==> src/rtl/npr_pkg.sv <==
package npr_pkg;

  localparam int unsigned CFG_W  = 5;
  localparam int unsigned REQ_W  = 4;
  localparam int unsigned POS_W  = 16;
  localparam int unsigned STAT_W = 3;

  localparam logic [CFG_W-1:0] CFG_RESET = 5'd16;

  localparam logic MODE_POST  = 1'b0;
  localparam logic MODE_SERVE = 1'b1;

  localparam logic REG_CAPACITY     = 1'b0;
  localparam logic REG_SOURCE_COUNT = 1'b1;

  typedef enum logic [STAT_W-1:0] {
    STAT_POSTED    = 3'd0,
    STAT_WAITING   = 3'd1,
    STAT_FULL      = 3'd2,
    STAT_NOT_READY = 3'd3,
    STAT_SERVED    = 3'd4
  } status_e;

endpackage

==> src/rtl/npr_ram.sv <==
module npr_ram #(
  parameter int unsigned DEPTH = 16,
  parameter int unsigned WIDTH = 25
) (
  input  logic                                    clk_i,
  input  logic                                    we_i,
  input  logic [((DEPTH > 1) ? $clog2(DEPTH) : 1)-1:0] waddr_i,
  input  logic [WIDTH-1:0]                        wdata_i,
  input  logic                                    re_i,
  input  logic [((DEPTH > 1) ? $clog2(DEPTH) : 1)-1:0] raddr_i,
  output logic [WIDTH-1:0]                        rdata_o
);

  logic [WIDTH-1:0] mem_q [DEPTH];

  always_ff @(posedge clk_i) begin
    if (we_i) begin
      mem_q[waddr_i] <= wdata_i;
    end
  end

  always_ff @(posedge clk_i) begin
    if (re_i) begin
      rdata_o <= mem_q[raddr_i];
    end
  end

endmodule

==> src/rtl/nearest_position_request_table.sv <==
// Channel  | Direction | Signals
// ---------+-----------+------------------------------------------------------------
// request  | in        | in_valid_i/in_ready_o: mode_i requester_i position_i final_request_i
// result   | out       | out_valid_o/out_ready_i: status_o served_requester_o
//          |           |   served_position_o served_final_o occupancy_o
// config   | in/out    | psel penable pwrite paddr pwdata / prdata pready (APB style)
//
// Sweeps: one transfer per item. A refused post or an early serve takes a single sweep of the
//   entry memory; an accepted post or a granted serve takes two sweeps (search, then age update).
//   The single read port of the entry memory sets the length of each sweep.
// Reset: valid bits, counters and limits clear at once; the entry memory needs no clearing pass.
// Stalls: a finished result waits in the output register while the next item is accepted;
//   the sequencer holds in its finish step only if the previous result has not been taken yet.
module nearest_position_request_table import npr_pkg::*; #(
  parameter int unsigned SLOTS         = 16,
  parameter int unsigned POSITION_BITS = 16
) (
  input  logic                clk_i,
  input  logic                rst_ni,
  input  logic                in_valid_i,
  output logic                in_ready_o,
  input  logic                mode_i,
  input  logic [REQ_W-1:0]    requester_i,
  input  logic [POS_W-1:0]    position_i,
  input  logic                final_request_i,
  output logic                out_valid_o,
  input  logic                out_ready_i,
  output logic [STAT_W-1:0]   status_o,
  output logic [REQ_W-1:0]    served_requester_o,
  output logic [POS_W-1:0]    served_position_o,
  output logic                served_final_o,
  output logic [CFG_W-1:0]    occupancy_o,
  input  logic                psel,
  input  logic                penable,
  input  logic                pwrite,
  input  logic [2:0]          paddr,
  input  logic [31:0]         pwdata,
  output logic [31:0]         prdata,
  output logic                pready
);

  localparam int unsigned IW = (SLOTS > 1) ? $clog2(SLOTS) : 1;
  localparam int unsigned NW = $clog2(SLOTS + 1);
  localparam int unsigned MW = (NW > CFG_W) ? NW : CFG_W;
  localparam int unsigned PB = POSITION_BITS;
  localparam int unsigned DW = PB + 1;
  localparam int unsigned EW = REQ_W + PB + 1 + IW;

  // One memory word per slot; age is the rank among pending entries, 0 for the newest.
  typedef struct packed {
    logic [REQ_W-1:0] src;
    logic [PB-1:0]    pos;
    logic             fin;
    logic [IW-1:0]    age;
  } entry_t;

  typedef enum logic [2:0] {
    S_IDLE,
    S_SCAN,
    S_DECIDE,
    S_UPDATE,
    S_FINISH
  } state_e;

  function automatic logic [NW-1:0] limit_f(logic [CFG_W-1:0] cap, logic [CFG_W-1:0] src);
    logic [CFG_W-1:0] m;
    logic [31:0]      m32;
    m   = (cap < src) ? cap : src;
    m32 = 32'(m);
    if (m32 > SLOTS) begin
      m32 = SLOTS;
    end
    return m32[NW-1:0];
  endfunction

  // Sequencer and sweep pointers
  state_e            state_q;
  logic [NW-1:0]     cnt_q;
  logic              rd_vld_q;
  logic [IW-1:0]     rd_idx_q;

  // Item being worked on
  logic              mode_q;
  logic [REQ_W-1:0]  req_q;
  logic [PB-1:0]     pos_q;
  logic              fin_q;

  // Search results of the first sweep
  logic              dup_q;
  logic              free_found_q;
  logic [IW-1:0]     free_idx_q;
  logic              best_found_q;
  logic [DW-1:0]     best_d_q;
  logic [IW-1:0]     best_idx_q;
  logic [IW-1:0]     best_age_q;
  logic [REQ_W-1:0]  best_src_q;
  logic [PB-1:0]     best_pos_q;
  logic              best_fin_q;

  // Table state
  logic [SLOTS-1:0]  valid_q;
  logic [NW-1:0]     pending_q;
  logic signed [PB:0] last_q;
  logic [CFG_W-1:0]  active_q;
  logic [NW-1:0]     limit_q;
  logic [CFG_W-1:0]  cap_q;
  logic [CFG_W-1:0]  src_q;

  // Result waiting for the output register
  status_e           res_status_q;
  logic [REQ_W-1:0]  res_src_q;
  logic [PB-1:0]     res_pos_q;
  logic              res_fin_q;

  // Output register
  logic              out_valid_q;
  status_e           out_status_q;
  logic [REQ_W-1:0]  out_src_q;
  logic [POS_W-1:0]  out_pos_q;
  logic              out_fin_q;
  logic [CFG_W-1:0]  out_occ_q;

  // Memory port signals
  logic              rd_en;
  logic [IW-1:0]     rd_addr;
  logic [EW-1:0]     rd_data;
  entry_t            rd_entry;
  logic              wr_en;
  entry_t            wr_entry;

  logic              last_proc;
  logic              cur_valid;
  logic signed [PB+1:0] diff;
  logic signed [PB+1:0] diff_neg;
  logic [DW-1:0]     seek_gap;
  logic              better;
  logic              cfg_we;
  logic [31:0]       pos_in32;
  logic [31:0]       best_pos32;
  logic [CFG_W-1:0]  act_dec;
  logic [CFG_W-1:0]  new_cap;
  logic [CFG_W-1:0]  new_src;

  assign in_ready_o = (state_q == S_IDLE);
  assign pready     = 1'b1;
  assign cfg_we     = psel & penable & pwrite;
  assign prdata     = (paddr[2] == REG_SOURCE_COUNT) ? 32'(src_q) : 32'(cap_q);
  assign new_cap    = (paddr[2] == REG_CAPACITY) ? pwdata[CFG_W-1:0] : cap_q;
  assign new_src    = (paddr[2] == REG_SOURCE_COUNT) ? pwdata[CFG_W-1:0] : src_q;

  assign out_valid_o        = out_valid_q;
  assign status_o           = out_status_q;
  assign served_requester_o = out_src_q;
  assign served_position_o  = out_pos_q;
  assign served_final_o     = out_fin_q;
  assign occupancy_o        = out_occ_q;

  assign pos_in32   = 32'(position_i);
  assign best_pos32 = 32'(res_pos_q);

  // Issue one read a cycle during a sweep; data comes back in the next cycle.
  assign rd_en     = ((state_q == S_SCAN) || (state_q == S_UPDATE)) && (cnt_q < NW'(SLOTS));
  assign rd_addr   = cnt_q[IW-1:0];
  assign rd_entry  = entry_t'(rd_data);
  assign last_proc = rd_vld_q && (rd_idx_q == IW'(SLOTS - 1));
  assign cur_valid = valid_q[rd_idx_q];

  // Exact distance to the last served position, which starts at minus one.
  assign diff     = {last_q[PB], last_q} - $signed({2'b00, rd_entry.pos});
  assign diff_neg = -diff;
  assign seek_gap = diff[PB+1] ? diff_neg[DW-1:0] : diff[DW-1:0];
  assign better   = !best_found_q || (seek_gap < best_d_q) ||
                    ((seek_gap == best_d_q) && (rd_entry.age > best_age_q));

  assign act_dec = (best_fin_q && (active_q != '0)) ? active_q - 1'b1 : active_q;

  // Write back during the update sweep: the new entry lands in its free slot, others re-rank.
  always_comb begin
    wr_en    = 1'b0;
    wr_entry = rd_entry;
    if ((state_q == S_UPDATE) && rd_vld_q) begin
      if (mode_q == MODE_POST) begin
        if (rd_idx_q == free_idx_q) begin
          wr_en        = 1'b1;
          wr_entry.src = req_q;
          wr_entry.pos = pos_q;
          wr_entry.fin = fin_q;
          wr_entry.age = '0;
        end else if (cur_valid) begin
          wr_en        = 1'b1;
          wr_entry.age = rd_entry.age + 1'b1;
        end
      end else if (cur_valid && (rd_entry.age > best_age_q)) begin
        wr_en        = 1'b1;
        wr_entry.age = rd_entry.age - 1'b1;
      end
    end
  end

  npr_ram #(
    .DEPTH (SLOTS),
    .WIDTH (EW)
  ) u_ram (
    .clk_i   (clk_i),
    .we_i    (wr_en),
    .waddr_i (rd_idx_q),
    .wdata_i (wr_entry),
    .re_i    (rd_en),
    .raddr_i (rd_addr),
    .rdata_o (rd_data)
  );

  always_ff @(posedge clk_i or negedge rst_ni) begin
    if (!rst_ni) begin
      state_q      <= S_IDLE;
      cnt_q        <= '0;
      rd_vld_q     <= 1'b0;
      rd_idx_q     <= '0;
      mode_q       <= MODE_POST;
      req_q        <= '0;
      pos_q        <= '0;
      fin_q        <= 1'b0;
      dup_q        <= 1'b0;
      free_found_q <= 1'b0;
      free_idx_q   <= '0;
      best_found_q <= 1'b0;
      best_d_q     <= '0;
      best_idx_q   <= '0;
      best_age_q   <= '0;
      best_src_q   <= '0;
      best_pos_q   <= '0;
      best_fin_q   <= 1'b0;
      valid_q      <= '0;
      pending_q    <= '0;
      last_q       <= '1;
      active_q     <= CFG_RESET;
      limit_q      <= limit_f(CFG_RESET, CFG_RESET);
      cap_q        <= CFG_RESET;
      src_q        <= CFG_RESET;
      res_status_q <= STAT_POSTED;
      res_src_q    <= '0;
      res_pos_q    <= '0;
      res_fin_q    <= 1'b0;
      out_valid_q  <= 1'b0;
      out_status_q <= STAT_POSTED;
      out_src_q    <= '0;
      out_pos_q    <= '0;
      out_fin_q    <= 1'b0;
      out_occ_q    <= '0;
    end else begin
      // Drop the result once transferred, unless the finish step reloads it.
      if (out_valid_q && out_ready_i && (state_q != S_FINISH)) begin
        out_valid_q <= 1'b0;
      end

      // Register writes reload the limits and keep pending entries.
      if (cfg_we) begin
        cap_q    <= new_cap;
        src_q    <= new_src;
        active_q <= new_src;
        limit_q  <= limit_f(new_cap, new_src);
      end

      // Advance the sweep pointer.
      if (rd_en) begin
        cnt_q    <= cnt_q + 1'b1;
        rd_vld_q <= 1'b1;
        rd_idx_q <= rd_addr;
      end else begin
        rd_vld_q <= 1'b0;
      end

      case (state_q)
        S_IDLE: begin
          if (in_valid_i) begin
            mode_q       <= mode_i;
            req_q        <= requester_i;
            pos_q        <= pos_in32[PB-1:0];
            fin_q        <= final_request_i;
            dup_q        <= 1'b0;
            free_found_q <= 1'b0;
            best_found_q <= 1'b0;
            cnt_q        <= '0;
            state_q      <= S_SCAN;
          end
        end
        S_SCAN: begin
          if (rd_vld_q) begin
            if (mode_q == MODE_POST) begin
              if (cur_valid && (rd_entry.src == req_q)) begin
                dup_q <= 1'b1;
              end
              if (!cur_valid && !free_found_q) begin
                free_found_q <= 1'b1;
                free_idx_q   <= rd_idx_q;
              end
            end else if (cur_valid && better) begin
              best_found_q <= 1'b1;
              best_d_q     <= seek_gap;
              best_idx_q   <= rd_idx_q;
              best_age_q   <= rd_entry.age;
              best_src_q   <= rd_entry.src;
              best_pos_q   <= rd_entry.pos;
              best_fin_q   <= rd_entry.fin;
            end
          end
          if (last_proc) begin
            cnt_q   <= '0;
            state_q <= S_DECIDE;
          end
        end
        S_DECIDE: begin
          res_src_q <= '0;
          res_pos_q <= '0;
          res_fin_q <= 1'b0;
          state_q   <= S_FINISH;
          if (mode_q == MODE_POST) begin
            if (dup_q) begin
              res_status_q <= STAT_WAITING;
            end else if ((pending_q >= limit_q) || !free_found_q) begin
              res_status_q <= STAT_FULL;
            end else begin
              valid_q[free_idx_q] <= 1'b1;
              pending_q           <= pending_q + 1'b1;
              res_status_q        <= STAT_POSTED;
              state_q             <= S_UPDATE;
            end
          end else begin
            if ((limit_q == '0) || (pending_q < limit_q) || !best_found_q) begin
              res_status_q <= STAT_NOT_READY;
            end else begin
              valid_q[best_idx_q] <= 1'b0;
              pending_q           <= pending_q - 1'b1;
              last_q              <= $signed({1'b0, best_pos_q});
              active_q            <= act_dec;
              if (MW'(act_dec) < MW'(limit_q)) begin
                limit_q <= NW'(act_dec);
              end
              res_status_q <= STAT_SERVED;
              res_src_q    <= best_src_q;
              res_pos_q    <= best_pos_q;
              res_fin_q    <= best_fin_q;
              state_q      <= S_UPDATE;
            end
          end
        end
        S_UPDATE: begin
          if (last_proc) begin
            cnt_q   <= '0;
            state_q <= S_FINISH;
          end
        end
        S_FINISH: begin
          // Hold until the output register is free.
          if (!out_valid_q || out_ready_i) begin
            out_valid_q  <= 1'b1;
            out_status_q <= res_status_q;
            out_src_q    <= res_src_q;
            out_pos_q    <= best_pos32[POS_W-1:0];
            out_fin_q    <= res_fin_q;
            out_occ_q    <= CFG_W'(pending_q);
            state_q      <= S_IDLE;
          end
        end
        default: begin
          state_q <= S_IDLE;
        end
      endcase
    end
  end

  // Pending count tracks the valid bits whenever no item is in flight.
  a_pending_matches_valid: assert property (@(posedge clk_i) disable iff (!rst_ni)
    (state_q == S_IDLE) |-> ($countones(valid_q) == pending_q))
    else $error("pending count differs from number of valid entries");

  // A write back never targets the slot being read in the same cycle.
  a_no_rw_collision: assert property (@(posedge clk_i) disable iff (!rst_ni)
    (wr_en && rd_en) |-> (rd_idx_q != rd_addr))
    else $error("entry memory read and write collide");

  // Occupancy never exceeds the table size.
  a_pending_bound: assert property (@(posedge clk_i) disable iff (!rst_ni)
    pending_q <= NW'(SLOTS))
    else $error("pending count above table size");

  // A served result leaves its entry retired.
  a_served_retires: assert property (@(posedge clk_i) disable iff (!rst_ni)
    ((state_q == S_DECIDE) && (mode_q == MODE_SERVE) && best_found_q &&
     (limit_q != '0) && (pending_q >= limit_q)) |=> !valid_q[best_idx_q])
    else $error("served entry still valid");

endmodule

==> config.mk <==
export PLATFORM = sky130hd
export DESIGN_NAME = nearest_position_request_table
export DESIGN_NICKNAME = d
export VERILOG_FILES = /design/src/rtl/npr_pkg.sv /design/src/rtl/npr_ram.sv /design/src/rtl/nearest_position_request_table.sv
export SDC_FILE = /design/constraint.sdc
export NUM_CORES = 1
export LEC_CHECK = 0
export BUFFER_PORTS_ARGS = -buffer_cell sky130_fd_sc_hd__buf_4
export CORE_ASPECT_RATIO = 0.75
export CORE_UTILIZATION = 35
export DETAILED_ROUTE_END_ITERATION = 12
export PLACE_DENSITY = 0.61
export SYNTH_ARGS = -nofsm -noshare
export SYNTH_HDL_FRONTEND = slang
export SYNTH_SLANG_ARGS = --single-unit
==> constraint.sdc <==
create_clock -name clk_i -period 6.4 [get_ports clk_i]
set_clock_uncertainty 0.1 [all_clocks]
set_input_delay 0.32 -clock clk_i [delete_from_list [all_inputs] [get_ports clk_i]]
set_output_delay 0.32 -clock clk_i [all_outputs]
set_load 0.01 [all_outputs]
# Yosys cells after proc, flatten, opt, wreduce, memory -nomap -nowiden
# Memories as Yosys holds them, arrays and structs flattened. A register that Yosys moved wholly into a read port is not among the register bits.
# Index checks and enable logic that the tools add are counted.
# Widths: inputs -> output; s select.
# totals
romBits,0
ram_bits,400
regBits,200
wordCells,209
latchBits,0
memories,1
# classes
n_eq_ne,22
n_div,0
n_mux,84
bitwise_logic,7
mul,0
n_reduce_logical,39
n_lt_le_gt_ge,13
n_addsub,8
shift,0
# memory_table
name,words,word_bits,read_ports,rd_ports_with_merged_regs,write_ports,line,source
u_ram.mem_q,16,25,1,1,1,npr_ram.sv:14,logic [WIDTH-1:0] mem_q [DEPTH];
# ops
op,n
$mux 5,22
$mux 16,6
$mux 21,2
$mux 3,10
$mux 1,26
$mux 25,1
$mux 4,6
$ne 2x2->1 const B,10
$sub 17x17->18,1
$eq 17x17->1,1
$lt 17x17->1,1
$mux 17,1
$neg 17->17,1
$and 16x16->16,1
$not 16->16,1
$or 16x16->16,1
$reduce_and 4->1,4
$lt 4x5->1 const B,3
$lt 5x5->1,3
$pmux 3 s5,1
$reduce_and 5->1,3
$logic_and 1x1->1,13
$add 5x1->5 const B,2
$pmux 5 s2,1
30 further kinds,52

# Logic depth before layout (Yosys ltp)
# Gate-level depths: netlist (run 1).
# logic_depth
ltp_word,11
mapped_depth,23
ltp_nobuf,22

# Cells and area by module
# Synthesis (run 1) repeated with hierarchy kept, for this count alone.
# hier_totals
cells_unflattened,1798
area_unflattened_um2,27355.0
# by_module_without_submodules
mod,area_per_inst_um2,n_inst,cells_per_inst
npr_ram,15801.4,1,660
nearest_position_request_table,11553.6,1,1138

# Worst setup path before layout (run 1)
# Ideal clock, no wire load.
# synth_path
path_kind,register to register
start,reg last_q[0]
end,reg best_age_q[0]
stages_incl_launch_ff,23
slack_ns,1.606
setup_ns,0.125
n_path_buf,1
synth_period_minus_slack_ns,4.794
arrival_ns,4.570
cell_sequence,dfstp_2 > inv_1 > ha_1 > inv_1 > fa_1 > inv_1 > ha_1 > nand3b_1 > mux2_2 > a2111oi_0 > o2111ai_1 > a2111oi_4 > nor2_1 > xnor2_1 > ha_1 > a21o_1 > a21o_1 > a21oi_1 > o21ai_0 > a21o_1 > a31oi_4 > buf_6 > mux2_2
# synth_via
elab_chain_cells,8
word_cells_on_any_way,10
cone_classes,add/sub (2); order compare (1); eq/ne (1); mux (1); reduce/logical (5)
# synth_lines
item,line,source
start: declaration,nearest_position_request_table.sv:103,logic signed [PB:0] last_q;
start signal: assignment,nearest_position_request_table.sv:334,"last_q <= $signed({1'b0, best_pos_q});"
$sub 17x17->18 (*),nearest_position_request_table.sv:169,"assign diff = {last_q[PB], last_q} - $signed({2'b00, rd_entry.pos});"
$neg 17->17,nearest_position_request_table.sv:170,assign diff_neg = -diff;
$mux 17 (*),nearest_position_request_table.sv:171,assign seek_gap = diff[PB+1] ? diff_neg[DW-1:0] : diff[DW-1:0];
net seek_gap[14],nearest_position_request_table.sv:135,logic [DW-1:0] seek_gap;
$lt 17x17->1 or $eq 17x17->1 (tied branches),"nearest_position_request_table.sv:172, nearest_position_request_table.sv:173",
$logic_or 1x1->1 or $logic_and 1x1->1 (tied branches),"nearest_position_request_table.sv:172, nearest_position_request_table.sv:173",
$logic_or 1x1->1 (*),nearest_position_request_table.sv:172,assign better = !best_found_q || (seek_gap < best_d_q) ||
$logic_and 1x1->1 (*),nearest_position_request_table.sv:297,end else if (cur_valid && better) begin
$reduce_and 4->1 (no line) (*),n/a,
end signal: assignment,nearest_position_request_table.sv:301,best_age_q <= rd_entry.age;
end: declaration,nearest_position_request_table.sv:95,logic [IW-1:0] best_age_q;
# Mark *: on every way through the listed nets, which the timed path passes. The rest lies on a longest branch.
# A chain may end at the register's enable or synchronous reset.

# Final worst setup path (run 1)
# layout_path
start,reg last_q[0]
end,reg best_pos_q[12]
# layout_via
elab_chain_cells,8
word_cells_on_any_way,10
cone_classes,add/sub (2); order compare (1); eq/ne (1); mux (1); reduce/logical (5)
# layout_lines
item,line,source
$sub 17x17->18 (*),nearest_position_request_table.sv:169,
$neg 17->17,nearest_position_request_table.sv:170,
$mux 17 (*),nearest_position_request_table.sv:171,
net seek_gap[14],nearest_position_request_table.sv:135,
$lt 17x17->1 or $eq 17x17->1 (tied branches),"nearest_position_request_table.sv:172, nearest_position_request_table.sv:173",
$logic_or 1x1->1 or $logic_and 1x1->1 (tied branches),"nearest_position_request_table.sv:172, nearest_position_request_table.sv:173",
$logic_or 1x1->1 (*),nearest_position_request_table.sv:172,
$logic_and 1x1->1 (*),nearest_position_request_table.sv:297,
$reduce_and 4->1 (no line) (*),n/a,
end signal: assignment,nearest_position_request_table.sv:303,best_pos_q <= rd_entry.pos;
end: declaration,nearest_position_request_table.sv:97,logic [PB-1:0] best_pos_q;
# Marks and branches as above.

==> results of run 1 <==
cells in the mapped netlist (8+ instances only):
library cell    n
edfxtp_1      425
dfrtp_1       179
mux4_2        130
mux2_2        124
nand2_1       120
inv_1          70
nor2_1         64
ha_1           58
o21ai_0        55
a21oi_1        54
clkbuf_1       54
xnor2_1        32
buf_4          28
dfstp_2        21
a22o_1         20
a21o_1         16
mux2i_1        16
nor3_1         16
nor2b_1        15
o21a_1         14
nand3_1        13
buf_1          12
nand4_1        12
a31oi_1        10
nor4_1         10
o211ai_1       10
xor2_1          9
nand3b_1        8
kinds of logic (layout without fill, tap and decap cells):
group | Yosys count | in the layout
AO/OA/AOI/OAI | 238 | 238
XOR/XNOR | 41 | 41
adder cells (fa/ha/maj) | 60 | 60
buffers and inverters | 178 | 315
flip-flops | 625 | 625
multiplexers | 270 | 270
other | 2 | 28
AND/OR/NAND/NOR | 303 | 303
path summary, 6_finish.rpt:
kind | startpoint | to | cells past startpoint
max | last_q[0] | best_pos_q[12] | 22
min | paddr[2] | cap_q[0] | 3
max reg2reg | last_q[0] | best_pos_q[12] | 22
min reg2reg | last_q[5] | last_q[5] | 2
max in group asynchronous | rst_ni | cnt_q[1] | 3
min in group asynchronous | rst_ni | res_pos_q[2] | 2
worst reg2reg max path, stage by stage, from the launching register on:
cell and delay (ns):
dfstp_2 0.52, inv_1 0.05, ha_1 0.21, inv_1 0.07, fa_1 0.44, inv_1 0.10, ha_1 0.19, nand3_1 0.09
mux2_2 0.31, a2111oi_0 0.31, o2111ai_1 0.30, a2111oi_4 0.38, nor2_1 0.10, xnor2_1 0.22, ha_1 0.29, a21o_1 0.18
a21o_1 0.17, a21oi_1 0.15, o21ai_0 0.10, a21o_1 0.19, a31oi_4 0.17, buf_4 0.47, mux2_2 0.43
power by group through the flow:
| stage | Clock, mW | Combinational, mW | Sequential (mW) |
|---|---|---|---|
| after floorplan | 0 | 3.09 | 5.52 |
| after global placement | 0 | 3.68 | 5.97 |
| after detailed placement | 0 | 3.83 | 5.99 |
| after CTS | 3.69 | 3.86 | 5.91 |
| after global routing | 3.83 | 4.24 | 5.98 |
| final | 3.60 | 3.84 | 5.91 |
state kept, by name, indices dropped and copies added (netlist names), 16 cells and up:
register           flops
best_d_q              17
best_pos_q            16
last_q                17
pos_q                 16
res_pos_q             16
served_position_o     16
u_ram.mem_q          400
u_ram.rdata_o         25
valid_q               16
metrics by stage:
stage | util (%) | instances | setup WS [ns]
after CTS | 40.7 | 2915 | 0.761
after detailed placement | 37.7 | 2774 | 0.814
final | 40.7 | 2915 | 0.764
after global placement | 37.7 | 2774 | 0.895
after global routing | 40.7 | 2915 | 0.369
after floorplan | - | 1743 | 1.61
layer usage:
layer	vias to the layer above	track usage [%]	share of wire [%]
met3	79	2.45	5.1
met5	-	0	0
met1	8003	22.6	46
li1	6767	-	-
met4	0	3.34	1.6
met2	398	25.7	47
layout make-up:
cell class              instances  area, µm²
fillers                      6955      45700
flip-flops and latches        625      17800
multi-input cells             940       8890
clock buffers                  77       1640
well taps                    1035       1290
repair buffers                133       1090
clock inverters                34        379
inverters                      71        267
==> reports/qor.txt, run 1 <==
Critical Path, Cell by Cell: inv_1, ha_1, inv_1, fa_1, inv_1, ha_1, nand3_1, mux2_2, a2111oi_0, o2111ai_1, a2111oi_4, nor2_1, xnor2_1, ha_1, a21o_1, a21o_1, a21oi_1, o21ai_0, a21o_1, a31oi_4, buf_4, mux2_2
Type of the worst setup path: reg -> reg
Post-Synthesis Cells: 1717
DRC: 0
Maximum VDD drop: 0.317 mV
R2R Setup Slk: 0.76 ns
Main combinational cell family by area after synthesis: multiplexers
First-pass GRT wire length: 96.5 mm
Synthesized area per cell: 15.9 µm²
Finished Cell Area: 31400 µm²
Power share of the clock group: 27.0%
Pwr per Cell Area: 426 nW/µm²
Routability cong.: 0.844
Synth Area in XOR/XNOR: 1.31%
Hold Fails Final Rpt: 0
TritonRoute pass-1 iters: 5
Critical path arrival: 6.03 ns
Fin crit share: 88.1%
Row count: 88
Max Cap Viol: 0
Worst Hold Class: in -> reg
Part of the power in registers: 44.3%
Max Slew Vio Count: 0
Worst-case clock buffer depth: 3
Register bit total from synthesis: 625
Register area share after synthesis: 65.1%
Fmax: 177 MHz
IO Pins: 128
Ys async rst share: 32.0%
Max_slew headroom: 36.1%
Hpwl dp: 36.3 mm
Post-CTS setup buffers: 0
Synth Area in Compound Gates: 6.09%
Total wire length: 62.8 mm
Clk_lat worst skew: 0.65 ns
Largest cells by area after synthesis: edfxtp_1, dfrtp_1, mux4_2, mux2_2, ha_1
Crit Path Max Fanout: 36
Mux cell area share after synthesis: 16.4%
Hold WS: 0.106 ns
Total GRT Usage: 15.9%
Adder-Cell Fraction of Synth Area: 2.80%
Sink Count: 625
Drt wl/cell: 21.5 µm
Fin crit period: 5.64 ns
Critical Path End Type: register
Vias in the first global route: 15.7k
Switching power: 4.29 mW
Post-Synth Simple-Gate Area: 5.27%
Most frequent cells in the layout: edfxtp_1, dfrtp_1, mux4_2, mux2_2, nand2_1
Largest net degree at the start of global routing: 86
Port Buf Inserts: 70
Sw Ratio: 32.1%
Die W: 325 µm
Distinct cells, synth: 82
Area grow syn2layout: 14.7%
Internal: 9.06 mW
CTS root buffer: clkbuf_16
Most common cell after layout, fill and taps aside: edfxtp_1
# setup viols final: 0
Share of cells above drive strength 1: 28.1%
Worst slew pin tran: 0.957 ns
Crit path max-delay cell type: dfstp_2
Gr ovfl total: 0
Via count: 15.2k
TritonCTS buffer count: 59
Yosys top cell area share: 46.7%
Biggest area consumer among synthesized cells: edfxtp_1
Combinational power share: 28.7%
Clock-pin slew on the worst setup and hold paths: 0.07 ns
Status: complete, no violations
RSZ-0062 raised after global routing: no
ANT nets after route: 0
Post-DP Area: 29000 µm²
Yosys synthesis warning count: 0
Initial core utilization: 35.5%
N_diodes: 0
Syn Std Cell Area: 27300 µm²
CTS Hold Bufs: 30
Die Area: 79300 µm²
Drt first-iter violations: 1334
Resized cells post-CTS: 0
Slowest stage delay, CP: 0.52 ns
Via density: 5.23
Post-synth EDFFs: 425
Crit-path leading delay family: compound AO/OA/AOI/OAI gates
Critical path buffers and inverters: 4
CP startpoint kind: register
H-tree depth: 2
Final Power: 13.3 mW
Core area: 77100 µm²
CTS tree: done
Leakage power: 11.5 nW
Final Net Count: 1954
Critical Path RT: 6.80 ns
Die Y-Extent: 244 µm
Initial antenna violation count: 0
Ys flop type: edfxtp_1
Setup TNS Final: 0 ns
(Power assumes the default switching activity.)
==> run 2, diff against run 1 <==
==> constraint.sdc (replaced) <==
create_clock -name clk_i -period 6.4 [get_ports clk_i]
set_clock_uncertainty 0.1 [all_clocks]
set_input_delay 0.64 -clock clk_i [delete_from_list [all_inputs] [get_ports clk_i]]
set_output_delay 0.64 -clock clk_i [all_outputs]
set_load 0.01 [all_outputs]
==> reports/qor.txt, run 2 (synthesized netlist as in run 1, its figures left out) <==
Drt wl/cell: 21.1 µm (-1.8%)
Routability cong.: 0.859 (+1.8%)
Total wire length: 60.9 mm (-2.9%)
Type of the worst setup path: reg -> reg
CTS tree: done
Core area: 77100 µm² (unchanged)
Share of cells above drive strength 1: 28.2% (+0.14 points)
Critical Path RT: 6.78 ns (-0.02 ns)
Status: complete, no violations
Clk_lat worst skew: 0.66 ns (about the same)
Non-filler instance count after layout: 2881 (-1.2%)
Max_slew headroom: 24.0% (-12 points)
Row count: 88 (unchanged)
Critical Path End Type: register
Sink Count: 625 (unchanged)
TritonRoute pass-1 iters: 6 (+1)
Worst-case clock buffer depth: 3 (unchanged)
Worst r2r path cells: 22 (unchanged)
IO Pins: 128 (unchanged)
Port Buf Inserts: 70 (unchanged)
Post-CTS setup buffers: 0 (unchanged)
Crit Path Max Fanout: 35 (-2.8%)
Maximum VDD drop: 0.250 mV (-21%)
Resized cells post-CTS: 0 (unchanged)
Worst Hold Class: in -> reg
Worst hold stages: 2 (-1)
Max Cap Viol: 0 (unchanged)
Via density: 5.18 (-0.96%)
Hpwl dp: 36.1 mm (-0.47%)
Total GRT Usage: 15.5% (-0.43 points)
DRC: 0 (unchanged)
Drt first-iter violations: 1381 (+3.5%)
Fin crit period: 5.60 ns (-0.0345 ns)
CTS root buffer: clkbuf_16
CTS Hold Bufs: 1 (-97%)
CP startpoint kind: register
First-pass GRT wire length: 94.3 mm (-2.3%)
Leakage power: 11.4 nW (-0.94%)
Vias in the first global route: 15.2k (-3.0%)
Final WS setup: 0.799 ns (+0.0345 ns)
Filler cells: 6967 (+0.17%)
Initial antenna violation count: 2 (+2)
TritonCTS buffer count: 57 (-3.4%)
Max Slew Vio Count: 0 (unchanged)
Hold Fails Final Rpt: 0 (unchanged)
Area of the multi-input gates: 8890 µm² (unchanged)
Most common cell after layout, fill and taps aside: edfxtp_1
Setup TNS Final: 0 ns (unchanged)
Register Area: 17800 µm² (unchanged)
Largest net degree at the start of global routing: 86 (unchanged)
Placed insts: 2774 (unchanged)
Pwr per Cell Area: 430 nW/µm² (+0.97%)
Fin crit share: 87.5% (-0.54 points)
Area grow syn2layout: 13.7%
Die W: 325 µm (unchanged)
Die Y-Extent: 244 µm (unchanged)
Die Area: 79300 µm² (unchanged)
Post-Place Worst Slack: 0.804 ns (-0.00955 ns)
Most frequent cells in the layout: edfxtp_1, dfrtp_1, mux4_2, mux2_2, nand2_1
Largest Register: u_ram.mem_q
Largest regs: u_ram.mem_q (400), u_ram.rdata_o (25)
Via count: 14.9k (-2.1%)
Final Util: 40.4% (-0.34 points)
Initial core utilization: 35.5% (unchanged)
Max reg flops: 400 (unchanged)
# setup viols final: 0 (unchanged)
N_diodes: 0 (unchanged)
H-tree depth: 2 (unchanged)
Final Power: 13.4 mW (+0.13%)
Worst slew pin tran: 1.14 ns (+0.184 ns)
Final Net Count: 1923 (-1.6%)
Gr ovfl total: 0 (unchanged)
Fmax: 179 MHz (+0.62%)
Clock-pin slew on the worst setup and hold paths: 0.07 ns (about the same)
Critical path arrival: 5.98 ns (-0.05 ns)
RSZ-0062 raised after global routing: no
ANT nets after route: 0 (unchanged)
==> run 2: changes by cell type in the layout (fill, tap and decap cells not counted), sizes merged <==
cell	delta
bufinv	+5
clkbuf	-5
clkinv	-1
clkinvlp	-3
dlygate4sd3	-29
inv	-1
==> run 2: worst paths after layout <==
path | start | endpoint | slack [ns]
hold reg to reg | last_q[13] | last_q[13] | 0.36
hold / removal | position_i[8] | pos_q[8] | 0.11
max in group asynchronous | rst_ni | cnt_q[1] | 4.36
min in group asynchronous | rst_ni | res_pos_q[3] | 0.51
setup / recovery | last_q[0] | best_pos_q[8] | 0.80
setup reg to reg | last_q[0] | best_pos_q[8] | 0.80
==> run 2: metal layers <==
metal	global-route usage [%]	vias up	part of all wire (%)
met5	0	-	0
met4	3.32	0	1.6
met3	2.27	80	5.0
met2	24.3	389	46
met1	22.7	7732	47
li1	-	6724	-
==> run 2: area by class of cell <==
cell class              count  share of cell area [%]
repair buffers            104                    2.58
well taps                1035                    4.16
clock inverters            34                    1.61
multi-input cells         940                    28.6
clock buffers              72                    4.96
inverters                  71                   0.857
flip-flops and latches    625                    57.2
==> run 2: report_power, final <==
| group | leakage [nW] | switching [mW] | internal (mW) |
|---|---|---|---|
| combinational | 4.04 | 2.00 | 1.79 |
| clock | 0.994 | 1.54 | 2.13 |
| sequential | 6.41 | 0.681 | 5.23 |
| total | 11.4 | 4.21 | 9.15 |
==> run 2: metrics by stage <==
step / hold slack [ns] / area (µm²)
2_1_floorplan: 0.244 / 27400
3_3_place_gp: 0.351 / 29000
3_5_place_dp: 0.350 / 29000
4_1_cts: 0.0703 / 31100
5_1_grt: 0.0782 / 31100
6_report: 0.109 / 31100
==> run 2: critical path, stage by stage, from the launching register on <==
cell	delay (ns)
dfstp_2	0.53
inv_1	0.05
ha_1	0.21
inv_1	0.07
fa_1	0.43
inv_1	0.09
ha_1	0.19
nand3_1	0.09
mux2_2	0.31
a2111oi_0	0.31
o2111ai_1	0.30
a2111oi_4	0.36
nor2_1	0.09
xnor2_1	0.21
ha_1	0.28
a21o_1	0.18
a21o_1	0.17
a21oi_1	0.18
o21ai_0	0.11
a21o_1	0.20
a31oi_4	0.17
buf_4	0.43
mux2_2	0.39
==> run 3, diff against run 2 <==
--- a/config.mk
+++ b/config.mk
@@ -7,9 +7,9 @@
 export LEC_CHECK = 0
 export BUFFER_PORTS_ARGS = -buffer_cell sky130_fd_sc_hd__buf_4
 export CORE_ASPECT_RATIO = 0.75
-export CORE_UTILIZATION = 35
+export CORE_UTILIZATION = 61
 export DETAILED_ROUTE_END_ITERATION = 12
-export PLACE_DENSITY = 0.61
+export PLACE_DENSITY = 0.9
 export SYNTH_ARGS = -nofsm -noshare
 export SYNTH_HDL_FRONTEND = slang
 export SYNTH_SLANG_ARGS = --single-unit
==> reports/qor.txt, run 3 (synthesized netlist as in run 1, its figures left out) <==
Initial core utilization: 62.5% (+27 points)
Type of the worst setup path: reg -> reg
Fmax: 176 MHz (-1.6%)
Core area: 43800 µm² (-43%)
DRC: 0 (unchanged)
First-pass GRT wire length: 97.9 mm (+3.8%)
Register Area: 17800 µm² (about the same)
Critical Path RT: 6.79 ns (about the same)
Clock-pin slew on the worst setup and hold paths: 0.06 ns (about the same)
Max Cap Viol: 0 (unchanged)
Die Y-Extent: 185 µm (-24%)
Critical Path End Type: register
Initial antenna violation count: 0 (-2)
TritonRoute pass-1 iters: 7 (+1)
Final Net Count: 1922 (-0.052%)
CP startpoint kind: register
# setup viols final: 0 (unchanged)
Leakage power: 11.3 nW (-0.86%)
Total GRT Usage: 29.3% (+14 points)
Share of cells above drive strength 1: 28.2% (-0.054 points)
Hold WS: 0.159 ns (+0.0501 ns)
Most common cell after layout, fill and taps aside: edfxtp_1
Area grow syn2layout: 10.8%
Vias in the first global route: 16.2k (+6.7%)
Hpwl dp: 37.1 mm (+2.7%)
Via density: 6.64 (+28%)
Maximum VDD drop: 0.412 mV (+65%)
Post-Place Worst Slack: 0.860 ns (+0.0559 ns)
Final Util: 69.3% (+29 points)
Die Area: 45700 µm² (-42%)
Final WS setup: 0.710 ns (-0.0887 ns)
N_diodes: 0 (unchanged)
Die W: 247 µm (-24%)
RSZ-0062 raised after global routing: no
Non-filler instance count after layout: 2424 (-16%)
H-tree depth: 2 (unchanged)
Routability cong.: 0.871 (+1.3%)
ANT nets after route: 0 (unchanged)
Drt first-iter violations: 1723 (+25%)
Worst Hold Class: in -> reg
Status: complete, no violations
CTS root buffer: clkbuf_16
Post-DP Area: 28500 µm² (-2.0%)
Hold Fails Final Rpt: 0 (unchanged)
Pwr per Cell Area: 437 nW/µm² (+1.7%)
Finished Cell Area: 30300 µm² (-2.5%)
Placed insts: 2316 (-17%)
Area of the multi-input gates: 8880 µm² (about the same)
Port Buf Inserts: 70 (unchanged)
Sink Count: 625 (unchanged)
IO Pins: 128 (unchanged)
Post-CTS setup buffers: 0 (unchanged)
Fin crit share: 88.9% (+1.4 points)
CTS tree: done
Filler cells: 2669 (-62%)
Row count: 66 (-25%)
Setup TNS Final: 0 ns (unchanged)
Max reg flops: 400 (unchanged)
Gr ovfl total: 0 (unchanged)
Clk_lat worst skew: 0.62 ns (-0.04 ns)
Total wire length: 65.6 mm (+7.7%)
Critical path arrival: 6.08 ns (+0.10 ns)
Final Power: 13.2 mW (-0.89%)
Via count: 16.1k (+7.8%)
Worst-case clock buffer depth: 3 (unchanged)
Max_slew headroom: 24.3% (+0.34 points)
Most frequent cells in the layout: edfxtp_1, dfrtp_1, mux4_2, mux2_2, nand2_1
Drt wl/cell: 27.1 µm (+28%)
Largest Register: u_ram.mem_q
Largest net degree at the start of global routing: 105 (+22%)
TritonCTS buffer count: 57 (unchanged)
Crit Path Max Fanout: 34 (-2.9%)
Max Slew Vio Count: 0 (unchanged)
Fin crit period: 5.69 ns (+0.0887 ns)
Worst slew pin tran: 1.13 ns (-0.00782 ns)
Largest regs: u_ram.mem_q (400), u_ram.rdata_o (25)
-- run 3: final timing paths --
| path | startpoint | slack (ns) | cells after the start | endpoint |
|---|---|---|---|---|
| max | last_q[0] | 0.71 | 21 | best_pos_q[13] |
| min | position_i[13] | 0.16 | 2 | pos_q[13] |
| max reg2reg | last_q[0] | 0.71 | 21 | best_pos_q[13] |
| min reg2reg | last_q[6] | 0.36 | 2 | last_q[6] |
| max in group asynchronous | rst_ni | 4.23 | 3 | cnt_q[0] |
| min in group asynchronous | rst_ni | 0.48 | 2 | served_position_o[10] |
-- run 3: power by group --
| group | switching [mW] | internal [mW] | leakage (nW) | total (mW) |
|---|---|---|---|---|
| combinational | 2.19 | 1.80 | 4.03 | 3.99 |
| clock | 1.54 | 1.84 | 0.904 | 3.38 |
| sequential | 0.645 | 5.23 | 6.40 | 5.88 |
-- run 3: repair_timing --
action / 4_1_cts / 5_1_grt
resized for setup: 0 / 0
hold buffers: 1 / 0
setup endpoints to repair: 0 / 0
endpoints found under the hold margin: 41 / 0
-- run 3: routing by layer --
metal  track usage (%)  up-vias  routed length [µm]  part of all wire (%)
met5                 0        -                   0                     0
li1                  -     6689                   -                     -
met4              8.44        0                1800                   2.7
met3              5.29      165                6050                   9.2
met2              50.2      995               33200                    51
met1              38.6     8244               24600                    38
-- run 3: cell type report --
| type | instances | share of cell area, % |
|---|---|---|
| Multi-Input combinational cell | 940 | 29.3 |
| Inverter | 71 | 0.879 |
| Clock inverter | 46 | 1.23 |
| Timing Repair Buffer | 103 | 2.62 |
| Sequential cell | 625 | 58.7 |
| Clock buffer | 61 | 4.86 |
| Tap cell | 578 | 2.39 |
-- run 3: critical path, cell delays in order, from the launching register on --
cell and delay [ns]:
dfstp_2 0.52, inv_1 0.05, ha_1 0.22, inv_1 0.08
fa_1 0.42, inv_1 0.08, ha_1 0.19, nand3_1 0.09
mux2_2 0.31, a2111oi_0 0.33, o2111ai_1 0.33, a2111oi_4 0.36
nand3_1 0.15, o211ai_1 0.14, nand2_1 0.08, ha_1 0.30
nand4_1 0.12, nor4_1 0.47, nand2b_1 0.17, a31oi_4 0.21
buf_4 0.43, mux2_2 0.40
